$ cat config.mk
export PLATFORM = sky130hd
export DESIGN_NAME = button_chord_debouncer
export DESIGN_NICKNAME = d
export VERILOG_FILES = /design/src/sv/bcd_pkg.sv /design/src/sv/button_chord_debouncer.sv
export VERILOG_INCLUDE_DIRS = /design/src /design/src/sv
export SDC_FILE = /design/constraint.sdc
export NUM_CORES = 1
export LEC_CHECK = 0
export ABC_AREA = 0
export BUFFER_PORTS_ARGS = -buffer_cell sky130_fd_sc_hd__buf_2
export CAP_MARGIN = 20
export CORE_ASPECT_RATIO = 1.25
export CORE_MARGIN = 2
export CORE_UTILIZATION = 40
export CTS_CLUSTER_DIAMETER = 60
export DETAILED_ROUTE_END_ITERATION = 10
export GPL_ROUTABILITY_DRIVEN = 1
export RECOVER_POWER = 50
export SETUP_SLACK_MARGIN = 0.02
export SLEW_MARGIN = 20
export SYNTH_ARGS = -nofsm -noshare
export SYNTH_HDL_FRONTEND = slang
export SYNTH_SLANG_ARGS = --single-unit
$ cat constraint.sdc
create_clock -name i_clk -period 10.4 [get_ports i_clk]
set_input_delay 0.52 -clock i_clk [delete_from_list [all_inputs] [get_ports i_clk]]
set_output_delay 0.52 -clock i_clk [all_outputs]
set_load 0.02 [all_outputs]
$ cat src/sv/button_chord_debouncer_macros.svh
// Assertion macros for the button chord debouncer.
// Used by the top level only; expects a clock named i_clk and reset i_rst_n in scope.
`ifndef BUTTON_CHORD_DEBOUNCER_MACROS_SVH
`define BUTTON_CHORD_DEBOUNCER_MACROS_SVH

// Clocked check that is switched off while reset is asserted.
`define BCD_ASSERT(label, prop, msg) \
    label: assert property (@(posedge i_clk) disable iff (!i_rst_n) prop) else $error(msg);

// Clocked check that also holds across reset.
`define BCD_ASSERT_ALWAYS(label, prop, msg) \
    label: assert property (@(posedge i_clk) prop) else $error(msg);

`endif

$ cat src/sv/bcd_pkg.sv
// Package for the button chord debouncer: sizes, register indexes and request layouts.
// No dependencies.
`default_nettype none

package bcd_pkg;

    localparam int BUTTON_COUNT = 4;
    localparam int LEVEL_W      = 4;
    localparam int TIME_W       = 32;
    localparam int CFG_W        = 16;
    localparam int CFG_IDX_W    = 2;
    localparam int IN_DATA_W    = 40;
    localparam int OUT_DATA_W   = 16;

    // Buttons are handled on a vector at least as wide as the level field.
    localparam int PAD_W = (BUTTON_COUNT > LEVEL_W) ? BUTTON_COUNT : LEVEL_W;

    typedef enum logic [CFG_IDX_W-1:0] {
        REG_DEBOUNCE_TIME   = 2'd0,
        REG_CHORD_WAIT_TIME = 2'd1,
        REG_INPUT_DISABLED  = 2'd2
    } t_cfg_reg;

    typedef struct packed {
        logic [2:0]        pad;
        logic              mute_level;
        logic [LEVEL_W-1:0] button_levels;
        logic [TIME_W-1:0] time_now;
    } t_in_item;

    typedef struct packed {
        logic [5:0]         pad;
        logic               muted;
        logic [LEVEL_W-1:0] sampled_buttons;
        logic [LEVEL_W-1:0] chord_value;
        logic               chord_valid;
    } t_out_item;

endpackage

`default_nettype wire

$ cat src/sv/button_chord_debouncer.sv
// Button chord debouncer top level: input request register, debounce and chord logic,
// result register. Depends on bcd_pkg and button_chord_debouncer_macros.svh.
//
//   channel   | direction | payload (lowest bit first)
//   s_axis    | in        | time_now[31:0], button_levels[3:0], mute_level, zero pad to 40
//   m_axis    | out       | chord_valid, chord_value[3:0], sampled_buttons[3:0], muted, pad
//   cfg write | in        | i_cfg_idx selects debounce, chord wait or disable register
//
// Each request passes through the input and then the result register; a new request can
// be taken every cycle unless the result register stalls. All per-button time checks are
// 32-bit subtract and compare units running in parallel, which sets the cycle time.
// Reset is synchronous and active low, and clears all timing state to zero.
// When the result register is stalled, the input register holds one more request.
`default_nettype none
`include "button_chord_debouncer_macros.svh"

module button_chord_debouncer
    import bcd_pkg::*;
(
    input  wire logic                  i_clk,
    input  wire logic                  i_rst_n,
    // Configuration write port.
    input  wire logic                  i_cfg_we,
    input  wire logic [CFG_IDX_W-1:0]  i_cfg_idx,
    input  wire logic [CFG_W-1:0]      i_cfg_data,
    // Poll requests.
    input  wire logic                  s_axis_tvalid,
    output logic                       s_axis_tready,
    // tdata: time_now[31:0], button_levels[35:32], mute_level[36], zero [39:37]
    input  wire logic [IN_DATA_W-1:0]  s_axis_tdata,
    // Result requests.
    output logic                       m_axis_tvalid,
    input  wire logic                  m_axis_tready,
    // tdata: chord_valid[0], chord_value[4:1], sampled_buttons[8:5], muted[9], zero [15:10]
    output logic [OUT_DATA_W-1:0]      m_axis_tdata
);

    // Configuration registers.
    logic [CFG_W-1:0] r_debounce_time;
    logic [CFG_W-1:0] r_chord_wait_time;
    logic             r_input_disabled;

    // Pipeline registers.
    logic      r_in_valid;
    t_in_item  r_in;
    logic      r_out_valid;
    t_out_item r_out;

    // Debounce and chord state.
    logic [PAD_W-1:0]  r_button_state;
    logic [TIME_W-1:0] r_button_change_time [BUTTON_COUNT];
    logic              r_chord_open;
    logic [TIME_W-1:0] r_chord_start_time;
    logic [LEVEL_W-1:0] r_chord_bits;
    logic [TIME_W-1:0] r_mute_sample_time;
    logic              r_mute_held;

    // Next-state values.
    logic [PAD_W-1:0]  n_button_state;
    logic [TIME_W-1:0] n_button_change_time [BUTTON_COUNT];
    logic              n_chord_open;
    logic [TIME_W-1:0] n_chord_start_time;
    logic [LEVEL_W-1:0] n_chord_bits;
    logic [TIME_W-1:0] n_mute_sample_time;
    logic              n_mute_held;
    t_out_item         n_out;

    logic              w_process;
    logic [PAD_W-1:0]  w_levels;
    logic [PAD_W-1:0]  w_sampled;
    logic              w_new_press;
    logic [TIME_W-1:0] w_debounce;
    logic [TIME_W-1:0] w_chord_wait;

    // The input register advances whenever the result register is free or being drained.
    assign w_process     = r_in_valid && (!r_out_valid || m_axis_tready);
    assign s_axis_tready = !r_in_valid || w_process;
    assign m_axis_tvalid = r_out_valid;
    assign m_axis_tdata  = r_out;

    assign w_levels     = PAD_W'(r_in.button_levels);
    assign w_debounce   = TIME_W'(r_debounce_time);
    assign w_chord_wait = TIME_W'(r_chord_wait_time);

    always_ff @(posedge i_clk) begin
        if (!i_rst_n) begin
            r_debounce_time   <= CFG_W'(50);
            r_chord_wait_time <= CFG_W'(100);
            r_input_disabled  <= 1'b0;
        end else if (i_cfg_we) begin
            unique case (i_cfg_idx)
                REG_DEBOUNCE_TIME:   r_debounce_time   <= i_cfg_data;
                REG_CHORD_WAIT_TIME: r_chord_wait_time <= i_cfg_data;
                REG_INPUT_DISABLED:  r_input_disabled  <= i_cfg_data[0];
                default: ;
            endcase
        end
    end

    always_comb begin
        n_button_state = r_button_state;
        w_sampled      = '0;
        w_new_press    = 1'b0;
        for (int i = 0; i < BUTTON_COUNT; i++) begin
            n_button_change_time[i] = r_button_change_time[i];
            // A button is looked at only once its lockout has run out.
            if ((r_in.time_now - r_button_change_time[i]) > w_debounce) begin
                if (r_button_state[i] != w_levels[i]) begin
                    n_button_change_time[i] = r_in.time_now;
                    if (w_levels[i]) begin
                        w_new_press = 1'b1;
                    end
                end
                n_button_state[i] = w_levels[i];
                w_sampled[i]      = w_levels[i];
            end
        end

        // The first new press while no chord is collecting opens a fresh window.
        n_chord_open       = r_chord_open;
        n_chord_start_time = r_chord_start_time;
        n_chord_bits       = r_chord_bits;
        if (!r_chord_open && w_new_press) begin
            n_chord_open       = 1'b1;
            n_chord_start_time = r_in.time_now;
            n_chord_bits       = '0;
        end

        n_out                 = '0;
        n_out.sampled_buttons = w_sampled[LEVEL_W-1:0];
        if (n_chord_open) begin
            n_chord_bits = n_chord_bits | w_sampled[LEVEL_W-1:0];
            if ((r_in.time_now - n_chord_start_time) > w_chord_wait) begin
                n_chord_open       = 1'b0;
                n_chord_start_time = r_in.time_now;
                n_out.chord_valid  = 1'b1;
                n_out.chord_value  = n_chord_bits;
            end
        end

        // Mute is resampled at most once per debounce period.
        n_mute_sample_time = r_mute_sample_time;
        n_mute_held        = r_mute_held;
        if ((r_in.time_now - r_mute_sample_time) > w_debounce) begin
            n_mute_sample_time = r_in.time_now;
            n_mute_held        = r_in.mute_level;
        end
        n_out.muted = n_mute_held;

        // While disabled, the result is all zero.
        if (r_input_disabled) begin
            n_out = '0;
        end
    end

    always_ff @(posedge i_clk) begin
        if (!i_rst_n) begin
            r_in_valid  <= 1'b0;
            r_out_valid <= 1'b0;
        end else begin
            if (s_axis_tready) begin
                r_in_valid <= s_axis_tvalid;
            end
            if (w_process) begin
                r_out_valid <= 1'b1;
            end else if (m_axis_tready) begin
                r_out_valid <= 1'b0;
            end
        end
    end

    always_ff @(posedge i_clk) begin
        if (s_axis_tready && s_axis_tvalid) begin
            r_in <= t_in_item'(s_axis_tdata);
        end
        if (w_process) begin
            r_out <= n_out;
        end
    end

    // State only moves on a processed request while the block is enabled.
    always_ff @(posedge i_clk) begin
        if (!i_rst_n) begin
            r_button_state     <= '0;
            r_chord_open       <= 1'b0;
            r_chord_start_time <= '0;
            r_chord_bits       <= '0;
            r_mute_sample_time <= '0;
            r_mute_held        <= 1'b0;
            for (int i = 0; i < BUTTON_COUNT; i++) begin
                r_button_change_time[i] <= '0;
            end
        end else if (w_process && !r_input_disabled) begin
            r_button_state     <= n_button_state;
            r_chord_open       <= n_chord_open;
            r_chord_start_time <= n_chord_start_time;
            r_chord_bits       <= n_chord_bits;
            r_mute_sample_time <= n_mute_sample_time;
            r_mute_held        <= n_mute_held;
            for (int i = 0; i < BUTTON_COUNT; i++) begin
                r_button_change_time[i] <= n_button_change_time[i];
            end
        end
    end

    // A chord value only appears together with its valid flag.
    `BCD_ASSERT(a_chord_value_qualified, (r_out_valid && !r_out.chord_valid) |-> (r_out.chord_value == '0), "chord value without chord valid")
    // Disabled polls leave the chord and mute state untouched.
    `BCD_ASSERT(a_disabled_frozen, (w_process && r_input_disabled) |=> ($stable(r_chord_open) && $stable(r_mute_held) && $stable(r_chord_bits)), "state changed while disabled")
    // An empty result register never blocks the input side.
    `BCD_ASSERT(a_ready_when_empty, !r_out_valid |-> s_axis_tready, "input stalled with empty result register")
    // Reset empties both pipeline registers.
    `BCD_ASSERT_ALWAYS(a_reset_empties, !i_rst_n |=> (!r_in_valid && !r_out_valid), "pipeline not empty after reset")

endmodule

`default_nettype wire

---- Word level (Yosys, flattened, before mapping) ----
Memories as Yosys holds them, arrays and structs flattened.
Cells that the tools add are included.
operators by class
  reduce and logical (&&, ||, !) cells .... 22
  mux-type cells .......................... 44
  equal/unequal tests ..................... 6
  bitwise logic cells ..................... 7
  order comparisons ....................... 6
  $add $sub $neg .......................... 6
operators by type and width
  kind                                                  number
  two-way mux 32 bit                                    15
  > comparator 32 x 16 -> 1 bit                         6
  subtractor 32 bit                                     6
  two-way mux 1 bit                                     26
  AND reduction 2 bit                                   8
  two-way mux 4 bit                                     2
  two-way mux 5 bit                                     1
  logical AND 1 bit                                     4
  logical NOT 1 bit                                     4
  != test 1 bit                                         4
  OR 1 bit                                              4
  OR 4 bit                                              1
  OR reduction 3 bit                                    1
  equality test 2 x 1 -> 1 bit (second input constant)  1
  equality test 2 bit (second input constant)           1
  logical NOT 2 bit                                     1
  logical OR 1 bit                                      2
  NOT 1 bit                                             2
  nonzero test 2 bit                                    1
  OR reduction 2 bit                                    1
storage, ports and cells
  bits in writable memories ............... 128
  input port bits ......................... 63
  output and inout port bits .............. 18
  memories ................................ 1
  logic and storage cells ................. 114
  register bits ........................... 162
memory list
  memory                depth  width  read ports  clocked after memory_dff  wr ports  RTL line                      source
  r_button_change_time  4      32     4           0                         4         button_chord_debouncer.sv:51  logic [TIME_W-1:0] r_button_change_time [BUTTON_COUNT];

---- Depth between registers and ports, before layout ----
Gate-level depths: netlist of the first run.
An unclocked memory read counts as a cell.
  depth in word-level cells ............... 19
  mapped depth ............................ 54
  depth with buffers taken out ............ 51

---- Least setup slack after synthesis of the first run ----
No wires, ideal clock.
  kind .................................... register to register
  start ................................... register r_in[0] (netlist bit)
  end ..................................... register r_chord_start_time[4]
  data arrival time ....................... 10.176 ns
  slack ................................... 0.104 ns
  required time ........................... 10.280 ns
  cell stages (with the launch flop) ...... 53
  cells stage by stage .................... edfxtp_1 inv_1 ha_1 inv_1 fa_1 a211oi_1 o211ai_2 a41o_1 and3_1 a31oi_1 xnor2_1 ha_1 nand4_1 or4_1 a21oi_1 a211o_1 o21ai_0 nand4_1 (+17 left out) a21o_1 a21o_1 a21oi_1 xnor2_1 ha_1 nand2_1 nor2_1 a31o_2 o2111ai_1 nor3_1 o2111ai_1 or4_1 or4_1 a2111o_1 o31ai_2 a21oi_2 buf_6 mux2i_1
between the ends
  word-level cells in the longest chain between the ends .. 18
  elaborated cells between the ends (all ways) .. 25
ends and longest elaborated chain
  item                           RTL line                       source
  start: declaration             button_chord_debouncer.sv:45   t_in_item r_in;
  start signal: assignment       button_chord_debouncer.sv:174  r_in <= t_in_item'(s_axis_tdata);
  subtractor 32 bit              button_chord_debouncer.sv:107  if ((r_in.time_now - r_button_change_time[i]) > w_debounce) begin
  > comparator 32 x 16 -> 1 bit  button_chord_debouncer.sv:107
  two-way mux 1 bit              button_chord_debouncer.sv:107
  two-way mux 1 bit              button_chord_debouncer.sv:110  if (w_levels[i]) begin
  two-way mux 1 bit              button_chord_debouncer.sv:108  if (r_button_state[i] != w_levels[i]) begin
  two-way mux 1 bit              button_chord_debouncer.sv:107
  two-way mux 1 bit              button_chord_debouncer.sv:110
  two-way mux 1 bit              button_chord_debouncer.sv:108
  (+2 left out)                  --
  two-way mux 1 bit              button_chord_debouncer.sv:108
  two-way mux 1 bit              button_chord_debouncer.sv:107
  logical AND 1 bit              button_chord_debouncer.sv:123  if (!r_chord_open && w_new_press) begin
  two-way mux 32 bit             button_chord_debouncer.sv:123
  subtractor 32 bit              button_chord_debouncer.sv:133  if ((r_in.time_now - n_chord_start_time) > w_chord_wait) begin
  > comparator 32 x 16 -> 1 bit  button_chord_debouncer.sv:133
  two-way mux 32 bit             button_chord_debouncer.sv:133
  two-way mux 32 bit *           button_chord_debouncer.sv:131  if (n_chord_open) begin
  end signal: assignment         button_chord_debouncer.sv:196  r_chord_start_time <= n_chord_start_time;
  end: declaration               button_chord_debouncer.sv:53   logic [TIME_W-1:0] r_chord_start_time;
Mark *: on every way between the ends. The rest lies on a longest branch, timed or not.
A chain may end at the register's enable or synchronous reset.

---- Worst setup path in the final report of the first run ----
  start ................................... register r_in[0] (netlist bit)
  end ..................................... register r_chord_start_time[5]
The elaborated chain is that of the path after synthesis.

==> summary.log, run 1 <==
INFO  run_status     run_status=complete, but fails checks
INFO  run_status     violated_checks=capacitance limit, slew limit, setup timing
INFO  final_layout   drive_gt1_share=15.35%
INFO  global_route   grtUsageMet2=47.65%
INFO  power_and_ir_drop power_frac_seq=31.3%
INFO  worst_setup_path crit_path_max_fanout=5
INFO  place          dp.final_hpwl=64470um
INFO  global_route   grt_use_total=25.97%
INFO  global_route   globalRoute.totalOverflow=0
INFO  worst_setup_path timing_worst_setup_path_type=register to register
INFO  worst_setup_path worst_case_reg_to_reg_path_depth=52
INFO  worst_setup_path endpoint_kind=register
INFO  power_and_ir_drop power.density_cell_area=142.8mW/mm^2
INFO  final_layout   num_antenna_cells=0
INFO  routing        detail_route.first_pass.iterations=8
INFO  worst_setup_path timing.rr.end=r_chord_start_time[5]
INFO  clock_network  tritoncts=done
INFO  floorplanning  ioPinCount=81
INFO  sta            setup_violation_total_in_the_final_timing_report=32
INFO  logic_synthesis syn_area=0.02474sqmm
INFO  power_and_ir_drop share_comb_of_total_power=39.6%
INFO  power_and_ir_drop vdd_drop_max=0.0001342V
INFO  final_layout   final_cell_area=0.02941sqmm
INFO  worst_setup_path worstSetupStartpointType=register
INFO  final_layout   finalCoreUtilization=48.28%
INFO  logic_synthesis async_reset_ff_share=0%
INFO  clock_network  numCtsBuffers=36
INFO  min_path       hold_start=s_axis_tdata[18]
INFO  power_and_ir_drop power.share.switching=36.79%
INFO  global_route   first_global_vias=23344
INFO  place          place.gp.congestion=0.9752
INFO  power_and_ir_drop p_int=2.655mW
INFO  floorplanning  fp-row-count=101
INFO  place          port_buffers=71
INFO  floorplanning  die_outline_width=226.5um
INFO  sta            post-route-worst-setup-slack=-0.1086ns
INFO  final_layout   area_growth=18.85%
INFO  floorplanning  die_footprint=0.06388sqmm
INFO  logic_synthesis syn_inst=2880
INFO  global_route   gr-usage-met3=3.480%
INFO  floorplanning  core_box_area=0.06091sqmm
INFO  logic_synthesis postSynthRegisterBits=284
INFO  clock_network  ctsLongestPathBuffers=3
INFO  clock_network  h-tree-depth=2
INFO  floorplanning  die_h=282.1um
INFO  global_route   grt_first_pass_wirelength=128400um
INFO  worst_setup_path crit_slowest_cell=sky130_fd_sc_hd__or4_4
INFO  logic_synthesis yosysSeqAreaShare=30.06%
INFO  job            total_of_max_cap_violations=3
INFO  final_layout   final_nets=3493
INFO  worst_setup_path critPathMostFrequentCell=sky130_fd_sc_hd__buf_4
INFO  routing        vias_per_cell=5.735
INFO  routing        detailedRoute.firstIterationViolations=1408
INFO  sta            final_max_slew_viol_count=152
INFO  clock_network  insertion_delay=0.56ns
INFO  routing        ant_nets=0
INFO  min_path       whs_endpoint=r_in[18]
INFO  power_and_ir_drop p_leak=12.33nW
INFO  worst_setup_path crit_required=10.84ns
INFO  sta            fin_worst_skew=0.02005ns
INFO  sta            grt_setup_unrepaired=yes
INFO  worst_setup_path cp_max_stage_delay=0.60ns
INFO  routing        num_vias=22881
INFO  sta            max_slew_headroom_at_the_worst_pin=-118.2%
INFO  worst_setup_path cp_top_family=compound AO/OA/AOI/OAI gates
INFO  sta            min_period_over_period=101.0%
INFO  sta            tightestPinTransition=3.274ns
INFO  power_and_ir_drop sw_power=1.545mW
INFO  logic_synthesis yosys.cell_types.count=107
INFO  floorplanning  initial_utilization=40.62%
INFO  routing        routedWlPerCell=20.89um
INFO  clock_network  path_clk_slew=0.06ns
INFO  sta            final_period_minus_worst_setup_slack=10.51ns
INFO  logic_synthesis syn_area_per_cell=8.592squm
INFO  worst_setup_path path_buf_inv=17
INFO  min_path       hold_class=input port to register
INFO  sta            max_clock_freq=95.16MHz
INFO  clock_network  cell_chosen_for_the_clock_root=sky130_fd_sc_hd__clkbuf_16
INFO  clock_network  clock_sink_count=284
INFO  worst_setup_path ff2ff_setup_slack=-0.11ns
INFO  global_route   antenna_found_initial=1
INFO  global_route   grt_busiest_layer=met2
INFO  sta            worst_hold_slack=0.1312ns
INFO  logic_synthesis yosysWarnings=0
INFO  global_route   grt_max_degree=74
INFO  place          placedInstanceArea=0.02740sqmm
INFO  logic_synthesis yosys_most_used_dff=sky130_fd_sc_hd__edfxtp_1
INFO  sta            fin_tns_setup=-2.260ns
INFO  worst_setup_path worstPathArrival=10.95ns
INFO  worst_setup_path rr_startpoint=r_in[0]
INFO  global_route   groute.layer.met1.usage=29.09%
INFO  logic_synthesis synth_enable_flop_cells=175
INFO  routing        drc=0
INFO  routing        drt_wl_total=83350um
INFO  sta            timing_hold_violations_final=0
INFO  power_and_ir_drop clock_power_share=29.1%
INFO  min_path       holdPathStages=1
==> cell families (layout without fill, tap and decap cells) <==
| family | after synthesis | in the layout | share of synthesized area (%) |
|---|---|---|---|
| buffers and inverters | 363 | 644 | 5.987 |
| xor gates and xnor gates | 116 | 116 | 4.106 |
| adders and majority gates | 291 | 291 | 14.90 |
| DFF | 284 | 284 | 30.06 |
| AOI/OAI and AO/OA | 804 | 804 | 21.74 |
| and+or+nand+nor | 897 | 897 | 18.16 |
| muxes | 124 | 124 | 5.031 |
| other | 1 | 6 | 0.01516 |
==> power groups by stage <==
stage | clock network (mW) | registers, mW | logic, mW
after floorplan | 0 | 1.32 | 1.05
after global placement | 0 | 1.34 | 1.51
after detailed placement | 0 | 1.34 | 1.54
after CTS | 1.24 | 1.31 | 1.62
after global routing | 1.28 | 1.32 | 1.82
final | 1.22 | 1.31 | 1.67
==> cell type report <==
cell class                 count  area (sq um)
tap                          824          1031
multi-input combinational   2238         16310
fill                        5882         31500
clock buffer                  44         962.2
timing repair buffer         330          2555
clock inverter                21         172.7
sequential                   284          7437
inverter                     249         934.6
==> metrics by stage <==
| stage | instances | total power, mW | setup WS [ns] |
|---|---|---|---|
| 3_3_place_gp | 3883 | 2.845 | -0.4573 |
| 5_1_grt | 3990 | 4.426 | -0.5411 |
| 3_5_place_dp | 3884 | 2.875 | -0.8099 |
| 4_1_cts | 3986 | 4.174 | -0.2829 |
| 6_report | 3990 | 4.200 | -0.1086 |
| 2_1_floorplan | 2885 | 2.372 | 0.1043 |
==> repair_timing <==
item                       CTS  global route
setup endpoints to repair   38            38
resized for setup           65            41
buffers inserted            33             4
hold buffers                 0             0
gates cloned                 4             0
pin swaps                   62            45
==> per-layer routing <==
layer,wire length [um],vias to the layer above
met5,0,-
met4,4554,0
met3,3501,200
met2,42220,569
met1,33080,10994
li1,-,11118
==> worst reg2reg max path: cells and delay by family, from the launching register on <==
| family | cells | cell delay, ns |
|---|---|---|
| AOI/OAI and AO/OA | 16 | 3.12 |
| and+or+nand+nor | 11 | 2.99 |
| buffers and inverters | 17 | 2.10 |
| adders and majority gates | 5 | 1.36 |
| DFF | 1 | 0.39 |
| xor gates and xnor gates | 2 | 0.29 |
| muxes | 1 | 0.15 |
==> Yosys cell counts, types with 11 or more instances <==
master                      number  area (sq um)
sky130_fd_sc_hd__xnor2_1        68         595.6
sky130_fd_sc_hd__nand4_1        50         312.8
sky130_fd_sc_hd__mux2i_1       121          1211
sky130_fd_sc_hd__nor4_1         14         87.58
sky130_fd_sc_hd__dfxtp_1       109          2182
sky130_fd_sc_hd__nor3_1         60         300.3
sky130_fd_sc_hd__o22ai_1        13         81.33
sky130_fd_sc_hd__ha_1          285          3566
sky130_fd_sc_hd__o211ai_1       34         255.2
sky130_fd_sc_hd__a2111oi_0      11         96.34
sky130_fd_sc_hd__a211oi_1       37         277.8
sky130_fd_sc_hd__a21o_1         97         728.2
sky130_fd_sc_hd__a211o_1        11         96.34
sky130_fd_sc_hd__edfxtp_1      175          5255
sky130_fd_sc_hd__or3_1          11         68.82
sky130_fd_sc_hd__nor2b_1        33         206.5
sky130_fd_sc_hd__a21oi_1       231          1156
sky130_fd_sc_hd__buf_2          20         100.1
sky130_fd_sc_hd__nand2b_1       28         175.2
sky130_fd_sc_hd__o21bai_1       21         157.7
sky130_fd_sc_hd__o21ai_1        18         90.09
sky130_fd_sc_hd__nor3b_1        11         82.58
sky130_fd_sc_hd__o31ai_1        14         105.1
sky130_fd_sc_hd__and2_1         18         112.6
sky130_fd_sc_hd__nand2_1       330          1239
sky130_fd_sc_hd__inv_1         249         934.7
sky130_fd_sc_hd__clkbuf_1       74         277.8
sky130_fd_sc_hd__nor2_1        135         506.7
sky130_fd_sc_hd__o21a_1         40         300.3
sky130_fd_sc_hd__a31oi_1        26         162.7
sky130_fd_sc_hd__o21ai_0       117         585.6
sky130_fd_sc_hd__or4_1          11         82.58
sky130_fd_sc_hd__xor2_1         48         420.4
sky130_fd_sc_hd__buf_4          11         82.58
sky130_fd_sc_hd__and3_1         94         588.1
sky130_fd_sc_hd__nand3_1        59         295.3
==> worst max-delay path by stage <==
stage | cells past startpoint | slack, ns | endpoint | start
finish | 52 | -0.11 | r_chord_start_time[5] | r_in[0]
global route | 50 | -0.54 | r_chord_start_time[5] | r_in[0]
CTS | 51 | -0.28 | r_chord_start_time[5] | r_in[6]
detailed placement | 49 | -0.81 | r_chord_start_time[5] | r_in[0]
global placement | 49 | -0.46 | r_chord_start_time[0] | r_in[0]
floorplan | 52 | 0.10 | r_chord_start_time[4] | r_in[0]
==> placed cells by master (no fill, tap or decap), drive strengths merged, types with 12 or more instances in the layout <==
cell type | Yosys | final
nand2 | 330 | 330
buf | 40 | 310
ha | 285 | 285
inv | 249 | 257
a21oi | 239 | 239
edfxtp | 175 | 175
o21ai | 139 | 139
nor2 | 135 | 135
mux2i | 121 | 121
dfxtp | 109 | 109
a21o | 97 | 97
and3 | 94 | 94
xnor2 | 68 | 68
clkbuf | 74 | 63
nor3 | 62 | 62
nand3 | 59 | 59
nand4 | 50 | 50
xor2 | 48 | 48
o21a | 40 | 40
a211oi | 39 | 39
o211ai | 35 | 35
nor2b | 33 | 33
nand2b | 28 | 28
a31oi | 27 | 27
o21bai | 21 | 21
and2 | 19 | 19
nor4 | 17 | 17
o31ai | 16 | 16
a2111oi | 15 | 15
o22ai | 13 | 13
or4 | 12 | 12
==> state kept, by name, indices dropped and copies added, names as in the netlist <==
signal,flops
m_axis_tdata,10
m_axis_tvalid,1
r_button_change_time,128
r_button_state,4
r_chord_bits,4
r_chord_open,1
r_chord_start_time,32
r_chord_wait_time,16
r_debounce_time,16
r_in,33
r_in_valid,1
r_input_disabled,1
r_mute_held,1
r_mute_sample_time,32
w_levels,4
No activity file was read; power rests on OpenSTA's default activity.
==> run 2, diff against run 1 <==
--- a/config.mk
+++ b/config.mk
@@ -9,12 +9,15 @@
 export ABC_AREA = 0
 export BUFFER_PORTS_ARGS = -buffer_cell sky130_fd_sc_hd__buf_2
 export CAP_MARGIN = 20
+export CELL_PAD_IN_SITES_DETAIL_PLACEMENT = 0
+export CELL_PAD_IN_SITES_GLOBAL_PLACEMENT = 2
 export CORE_ASPECT_RATIO = 1.25
 export CORE_MARGIN = 2
-export CORE_UTILIZATION = 40
+export CORE_UTILIZATION = 36
 export CTS_CLUSTER_DIAMETER = 60
 export DETAILED_ROUTE_END_ITERATION = 10
 export GPL_ROUTABILITY_DRIVEN = 1
+export PLACE_DENSITY_LB_ADDON = 0.1
 export RECOVER_POWER = 50
 export SETUP_SLACK_MARGIN = 0.02
 export SLEW_MARGIN = 20
==> run 2 against run 1 <==
- the flow still finishes with violations (capacitance limit, slew limit, setup timing)
- global-route usage decreased by 1.4 points
- sequential share of layout area fell by 0.39 points
- utilization decreased by 4.4 points
- critical path type unchanged
- routed wire length grew 6.5%
- fmax increased by 0.90%
- non-clock buffer count grew 58
- via count is 0.13% higher
==> summary.log, run 2 (synthesized netlist as in run 1, its figures left out) <==
INFO  worst_setup_path worstSetupStartpointType=register
INFO  min_path       hold_class=input port to register
INFO  routing        vias_per_cell=5.577
INFO  power_and_ir_drop p_leak=12.63nW
INFO  sta            post-route-worst-setup-slack=-0.01438ns
INFO  routing        drc=0
INFO  clock_network  ctsLongestPathBuffers=3
INFO  final_layout   commonest_non_fill_non_tap_cell_in_the_layout=sky130_fd_sc_hd__nand2_1
INFO  place          placedInstanceArea=0.02795sqmm
INFO  routing        num_vias=22911
INFO  global_route   groute.layer.met1.usage=28.29%
INFO  routing        detail_route.first_pass.iterations=5
INFO  sta            fin_worst_skew=0.02539ns
INFO  routing        detailedRoute.firstIterationViolations=1027
INFO  global_route   globalRoute.totalOverflow=0
INFO  clock_network  hold_buffers=0
INFO  floorplanning  core_box_area=0.06814sqmm
INFO  place          port_buffers=71
INFO  final_layout   largestRegisters=r_button_change_time x128, r_in x33
INFO  final_layout   area_growth=20.72%
INFO  final_layout   drive_gt1_share=16.79%
INFO  final_layout   multi_input_area=0.01619sqmm
INFO  clock_network  tritoncts=done
INFO  sta            setup_violation_total_in_the_final_timing_report=11
INFO  job            total_of_max_cap_violations=3
INFO  global_route   grt_first_pass_wirelength=133700um
INFO  final_layout   mostFrequentLayoutCells=sky130_fd_sc_hd__nand2_1 (328), sky130_fd_sc_hd__buf_4 (302), sky130_fd_sc_hd__ha_1 (280), sky130_fd_sc_hd__inv_1 (245), sky130_fd_sc_hd__a21oi_1 (223)
INFO  worst_setup_path crit_required=10.84ns
INFO  clock_network  insertion_delay=0.57ns
INFO  sta            grt_setup_unrepaired=yes
INFO  global_route   antenna_found_initial=3
INFO  final_layout   layout.filler_cells=6848
INFO  final_layout   seq_area=0.007437sqmm
INFO  global_route   grt_use_total=24.56%
INFO  floorplanning  die_footprint=0.07086sqmm
INFO  routing        drt_wl_total=88810um
INFO  final_layout   final_nets=3556
INFO  floorplanning  die_outline_width=238.5um
INFO  clock_network  cell_chosen_for_the_clock_root=sky130_fd_sc_hd__clkbuf_16
INFO  place          dp.final_hpwl=70190um
INFO  worst_setup_path worstPathArrival=10.85ns
INFO  worst_setup_path endpoint_kind=register
INFO  global_route   grt_busiest_layer=met2
INFO  worst_setup_path crit_slowest_cell=sky130_fd_sc_hd__or4_4
INFO  power_and_ir_drop power.density_cell_area=147.0mW/mm^2
INFO  clock_network  h-tree-depth=2
INFO  final_layout   final_cell_area=0.02987sqmm
INFO  final_layout   largest_reg_flops=128
INFO  clock_network  path_clk_slew=0.06ns
INFO  clock_network  numCtsBuffers=41
INFO  worst_setup_path crit_path_max_fanout=5
INFO  floorplanning  die_h=297.1um
INFO  worst_setup_path critPathMostFrequentCell=sky130_fd_sc_hd__buf_4
INFO  sta            max_clock_freq=96.02MHz
INFO  sta            final_period_minus_worst_setup_slack=10.41ns
INFO  global_route   first_global_vias=23222
INFO  sta            final_max_slew_viol_count=142
INFO  global_route   gr-usage-met3=2.738%
INFO  sta            max_slew_headroom_at_the_worst_pin=-115.4%
INFO  place          dp_cells=4004
INFO  floorplanning  initial_utilization=36.31%
INFO  routing        ant_nets=0
INFO  global_route   grtUsageMet2=45.51%
INFO  floorplanning  fp-row-count=107
INFO  worst_setup_path cp_max_stage_delay=0.63ns
INFO  final_layout   final-instance-count-excl-fill=4108
INFO  run_status     violated_checks=capacitance limit, slew limit, setup timing
INFO  floorplanning  ioPinCount=81
INFO  place          preCtsSetupSlack=-0.8668ns
INFO  global_route   grt_max_degree=94
INFO  final_layout   max_flop_register=r_button_change_time
INFO  routing        routedWlPerCell=21.62um
INFO  sta            tightestPinTransition=3.232ns
INFO  clock_network  clock_sink_count=284
INFO  worst_setup_path path_buf_inv=11
INFO  sta            min_period_over_period=100.1%
INFO  worst_setup_path cp_top_family=compound AO/OA/AOI/OAI gates
INFO  place          place.gp.congestion=0.9090
INFO  run_status     run_status=complete, but fails checks
INFO  worst_setup_path timing_worst_setup_path_type=register to register
INFO  power_and_ir_drop vdd_drop_max=0.0001114V
INFO  sta            timing_hold_violations_final=0
-- run 2: where the power goes --
group / switching (mW) / total (mW) / leakage [nW] / internal [mW]
logic: 0.950 / 1.66 / 9.29 / 0.713
registers: 0.0464 / 1.31 / 2.68 / 1.27
clock network: 0.579 / 1.41 / 0.662 / 0.833
-- run 2: final timing paths --
kind	startpoint	end	slack, ns	cells past startpoint
max reg2reg	r_in[0]	r_chord_start_time[14]	-0.01	54
min reg2reg	r_mute_sample_time[2]	r_mute_sample_time[2]	0.45	2
min	s_axis_tdata[21]	r_in[21]	0.13	1
max	r_in[0]	r_chord_start_time[14]	-0.01	54
-- run 2: final cells by class --
type	count	share of cell area (%)
multi-input combinational	2238	54.21
sequential	284	24.90
timing repair buffer	388	9.517
clock buffer	48	3.732
tap	872	3.653
inverter	249	3.129
clock inverter	28	0.8545
antenna	1	0.008378
-- run 2: worst register-to-register path, delay by kind of cell, from the launching register on --
| kind | cells | cell delay (ns) |
|---|---|---|
| buffers and inverters | 11 | 1.48 |
| AND/OR/NAND/NOR | 15 | 3.38 |
| adder cells (fa/ha/maj) | 5 | 1.23 |
| multiplexers | 1 | 0.12 |
| XOR/XNOR | 2 | 0.28 |
| AO/OA/AOI/OAI | 20 | 3.43 |
| flip-flops | 1 | 0.40 |
-- run 2: routing by layer --
layer	routed length (um)	part of all wire, %	up-vias
met3	2781	3.1	187
met4	4050	4.6	2
met1	36740	41	11027
li1	-	-	11261
met2	45220	51	434
met5	14	0.016	-
-- run 2: timing repair --
action	in CTS	in global routing
pin swaps	56	34
endpoints found under the setup margin	38	38
resized for setup	69	11
cloned	2	1
hold endpoints to repair	0	0
buffers inserted	15	8
-- run 2: stage by stage --
step | hold WS, ns | utilization (%) | setup TNS, ns | power [mW]
5_1_grt | 0.1093 | 43.83 | -19.40 | 4.644
4_1_cts | 0.09761 | 43.68 | -5.518 | 4.416
2_1_floorplan | 0.4344 | - | 0 | 2.372
3_3_place_gp | 0.4425 | 41.02 | -28.57 | 2.928
6_report | 0.1253 | 43.83 | -0.09496 | 4.389
3_5_place_dp | 0.4479 | 41.02 | -31.47 | 2.939
==> run 3, diff against run 2 <==
--- a/config.mk
+++ b/config.mk
@@ -7,6 +7,7 @@
 export NUM_CORES = 1
 export LEC_CHECK = 0
 export ABC_AREA = 0
+export ABC_CLOCK_PERIOD_IN_PS = 10400
 export BUFFER_PORTS_ARGS = -buffer_cell sky130_fd_sc_hd__buf_2
 export CAP_MARGIN = 20
 export CELL_PAD_IN_SITES_DETAIL_PLACEMENT = 0
==> constraint.sdc (replaced) <==
create_clock -name i_clk -period 10.4 [get_ports i_clk]
set_input_delay 1.56 -clock i_clk [delete_from_list [all_inputs] [get_ports i_clk]]
set_output_delay 1.56 -clock i_clk [all_outputs]
set_load 0.02 [all_outputs]
==> run 3 against run 2 <==
- the run still ends with capacitance limit, slew limit, setup timing left
- clock power decreased by 4%
- non-clock buffer count increased by 84
- combinational power increased by 4%
- die area unchanged
- flip-flop and latch count unchanged
- via count increased by 0.14%
- final cell count increased by 1.8%
- register-to-register slack got worse by 0.06 ns
- setup slack got worse by 0.061 ns
- sequential share of layout area decreased by 0.58 points
- clock skew increased by 0.0016 ns
- global-route usage decreased by 0.077 points
==> summary.log, run 3 (synthesized netlist as in run 1, its figures left out) <==
INFO  final_layout   largestRegisters=r_button_change_time x128, r_in x33
INFO  run_status     violated_checks=capacitance limit, slew limit, setup timing
INFO  final_layout   drive_gt1_share=19.10%
INFO  worst_setup_path worstPathArrival=10.91ns
INFO  final_layout   mostFrequentLayoutCells=sky130_fd_sc_hd__buf_4 (382), sky130_fd_sc_hd__nand2_1 (328), sky130_fd_sc_hd__ha_1 (281), sky130_fd_sc_hd__inv_1 (245), sky130_fd_sc_hd__a21oi_1 (221)
INFO  global_route   antenna_found_initial=5
INFO  floorplanning  die_outline_width=238.5um
INFO  place          port_buffers=71
INFO  routing        drt_wl_total=87740um
INFO  final_layout   final_nets=3636
INFO  worst_setup_path cp_max_stage_delay=0.64ns
INFO  sta            tightestPinTransition=3.344ns
INFO  global_route   grt_max_degree=89
INFO  floorplanning  die_h=297.1um
INFO  global_route   globalRoute.totalOverflow=0
INFO  floorplanning  die_footprint=0.07086sqmm
INFO  sta            max_clock_freq=95.46MHz
INFO  min_path       whs_endpoint=r_chord_wait_time[8]
INFO  floorplanning  ioPinCount=81
INFO  worst_setup_path crit_required=10.83ns
INFO  min_path       hold_class=register to register
INFO  worst_setup_path crit_path_max_fanout=7
INFO  worst_setup_path rr_startpoint=r_in[0]
INFO  routing        ant_nets=0
INFO  clock_network  insertion_delay=0.56ns
INFO  power_and_ir_drop power.density_cell_area=143.8mW/mm^2
INFO  routing        routedWlPerCell=20.98um
INFO  sta            setup_violation_total_in_the_final_timing_report=37
INFO  final_layout   final_cell_area=0.03059sqmm
INFO  worst_setup_path worstSetupStartpointType=register
INFO  sta            max_slew_headroom_at_the_worst_pin=-122.9%
INFO  sta            min_period_over_period=100.7%
INFO  run_status     run_status=complete, but fails checks
INFO  sta            final_period_minus_worst_setup_slack=10.48ns
INFO  worst_setup_path endpoint_kind=register
INFO  global_route   grt_use_total=24.48%
INFO  floorplanning  core_box_area=0.06814sqmm
INFO  sta            grt_setup_unrepaired=yes
INFO  worst_setup_path crit_slowest_cell=sky130_fd_sc_hd__or4_4
INFO  place          placedInstanceArea=0.02859sqmm
INFO  floorplanning  fp-row-count=107
INFO  final_layout   area_growth=23.62%
INFO  clock_network  numCtsBuffers=37
INFO  worst_setup_path timing_worst_setup_path_type=register to register
INFO  job            total_of_max_cap_violations=4
INFO  final_layout   max_flop_register=r_button_change_time
INFO  floorplanning  initial_utilization=36.31%
INFO  final_layout   largest_reg_flops=128
INFO  min_path       holdPathStages=2
INFO  clock_network  h-tree-depth=2
INFO  clock_network  ctsLongestPathBuffers=3
INFO  worst_setup_path ff2ff_setup_slack=-0.08ns
INFO  worst_setup_path critPathMostFrequentCell=sky130_fd_sc_hd__or4_4
INFO  final_layout   commonest_non_fill_non_tap_cell_in_the_layout=sky130_fd_sc_hd__buf_4
INFO  clock_network  hold_buffers=0
INFO  power_and_ir_drop p_leak=13.09nW
INFO  sta            final_max_slew_viol_count=170
INFO  final_layout   layout.filler_cells=6717
INFO  sta            fin_worst_skew=0.02698ns
INFO  worst_setup_path timing.rr.end=r_chord_start_time[12]
INFO  worst_setup_path worst_case_reg_to_reg_path_depth=49
INFO  place          preCtsSetupSlack=-0.9395ns
INFO  global_route   first_global_vias=23116
INFO  sta            timing_hold_violations_final=0
INFO  routing        vias_per_cell=5.486
INFO  routing        detail_route.first_pass.iterations=5
INFO  power_and_ir_drop vdd_drop_max=0.0001455V
INFO  routing        drc=0
INFO  routing        num_vias=22944
INFO  place          place.gp.congestion=0.9194
INFO  clock_network  clock_sink_count=284
INFO  clock_network  path_clk_slew=0.06ns
INFO  sta            post-route-worst-setup-slack=-0.07578ns
INFO  clock_network  tritoncts=done
INFO  routing        detailedRoute.firstIterationViolations=1234
INFO  min_path       hold_start=r_chord_wait_time[8]
INFO  clock_network  cell_chosen_for_the_clock_root=sky130_fd_sc_hd__clkbuf_16
INFO  place          dp.final_hpwl=70560um
INFO  global_route   grt_first_pass_wirelength=133600um
## run 3: worst max-delay path by stage
stage,end,slack (ns),from,cells after the start
final,r_chord_start_time[12],-0.08,r_in[0],49
after global routing,r_chord_start_time[12],-0.54,r_in[0],49
after CTS,m_axis_tdata[2],-0.27,r_in[0],53
after detailed placement,m_axis_tdata[1],-0.94,r_in[0],53
after global placement,m_axis_tdata[3],-0.90,r_in[0],52
after floorplan,r_chord_start_time[4],0.10,r_in[0],52
## run 3: cell type report
type | instances | area, sq um | share of cell area, %
multi-input combinational | 2238 | 16310 | 53.32
sequential | 284 | 7437 | 24.31
timing repair buffer | 472 | 3512 | 11.48
tap | 872 | 1091 | 3.567
clock buffer | 42 | 997.2 | 3.260
inverter | 249 | 934.6 | 3.056
clock inverter | 24 | 302.8 | 0.9899
antenna | 1 | 2.502 | 0.008181
## run 3: metrics by stage
stage | utilization (%) | hold slack (ns) | TNS, ns | std cells | power (mW)
floorplan | - | 0.4344 | 0 | 2885 | 2.372
global placement | 41.96 | 0.4424 | -32.39 | 4089 | 2.974
detailed placement | 41.96 | 0.4476 | -33.98 | 4089 | 2.988
CTS | 44.59 | 0.4590 | -8.981 | 4174 | 4.413
global route | 44.88 | 0.4711 | -19.35 | 4181 | 4.661
finish | 44.89 | 0.4569 | -1.811 | 4182 | 4.398
## run 3: repair_timing
| item | CTS | global route |
|---|---|---|
| gates cloned | 3 | 0 |
| gates resized for setup | 77 | 30 |
| buffers inserted | 17 | 6 |
| hold endpoints to repair | 0 | 0 |
| pin swaps | 57 | 18 |
| setup endpoints to repair | 38 | 38 |
## run 3: critical path: cells and delay by family (launching register included)
family	cells	cell delay (ns)
and+or+nand+nor	12	3.27
xor gates and xnor gates	2	0.25
muxes	1	0.12
AOI/OAI and AO/OA	21	3.64
DFF	1	0.40
buffers and inverters	7	0.92
adders and majority gates	6	1.68
## run 3: routing by layer
layer	up-vias	global-route usage, %	part of all wire [%]
li1	11399	-	-
met1	10993	29.65	43
met2	408	44.23	50
met3	144	2.459	3.0
met4	0	9.494	4.2
met5	-	0	0
## run 3: report_power, final
| part | switching (mW) | total (mW) | leakage, nW | internal [mW] |
|---|---|---|---|---|
| sequential | 0.0431 | 1.31 | 2.68 | 1.27 |
| clock | 0.554 | 1.36 | 0.645 | 0.810 |
| combinational | 0.969 | 1.72 | 9.76 | 0.754 |
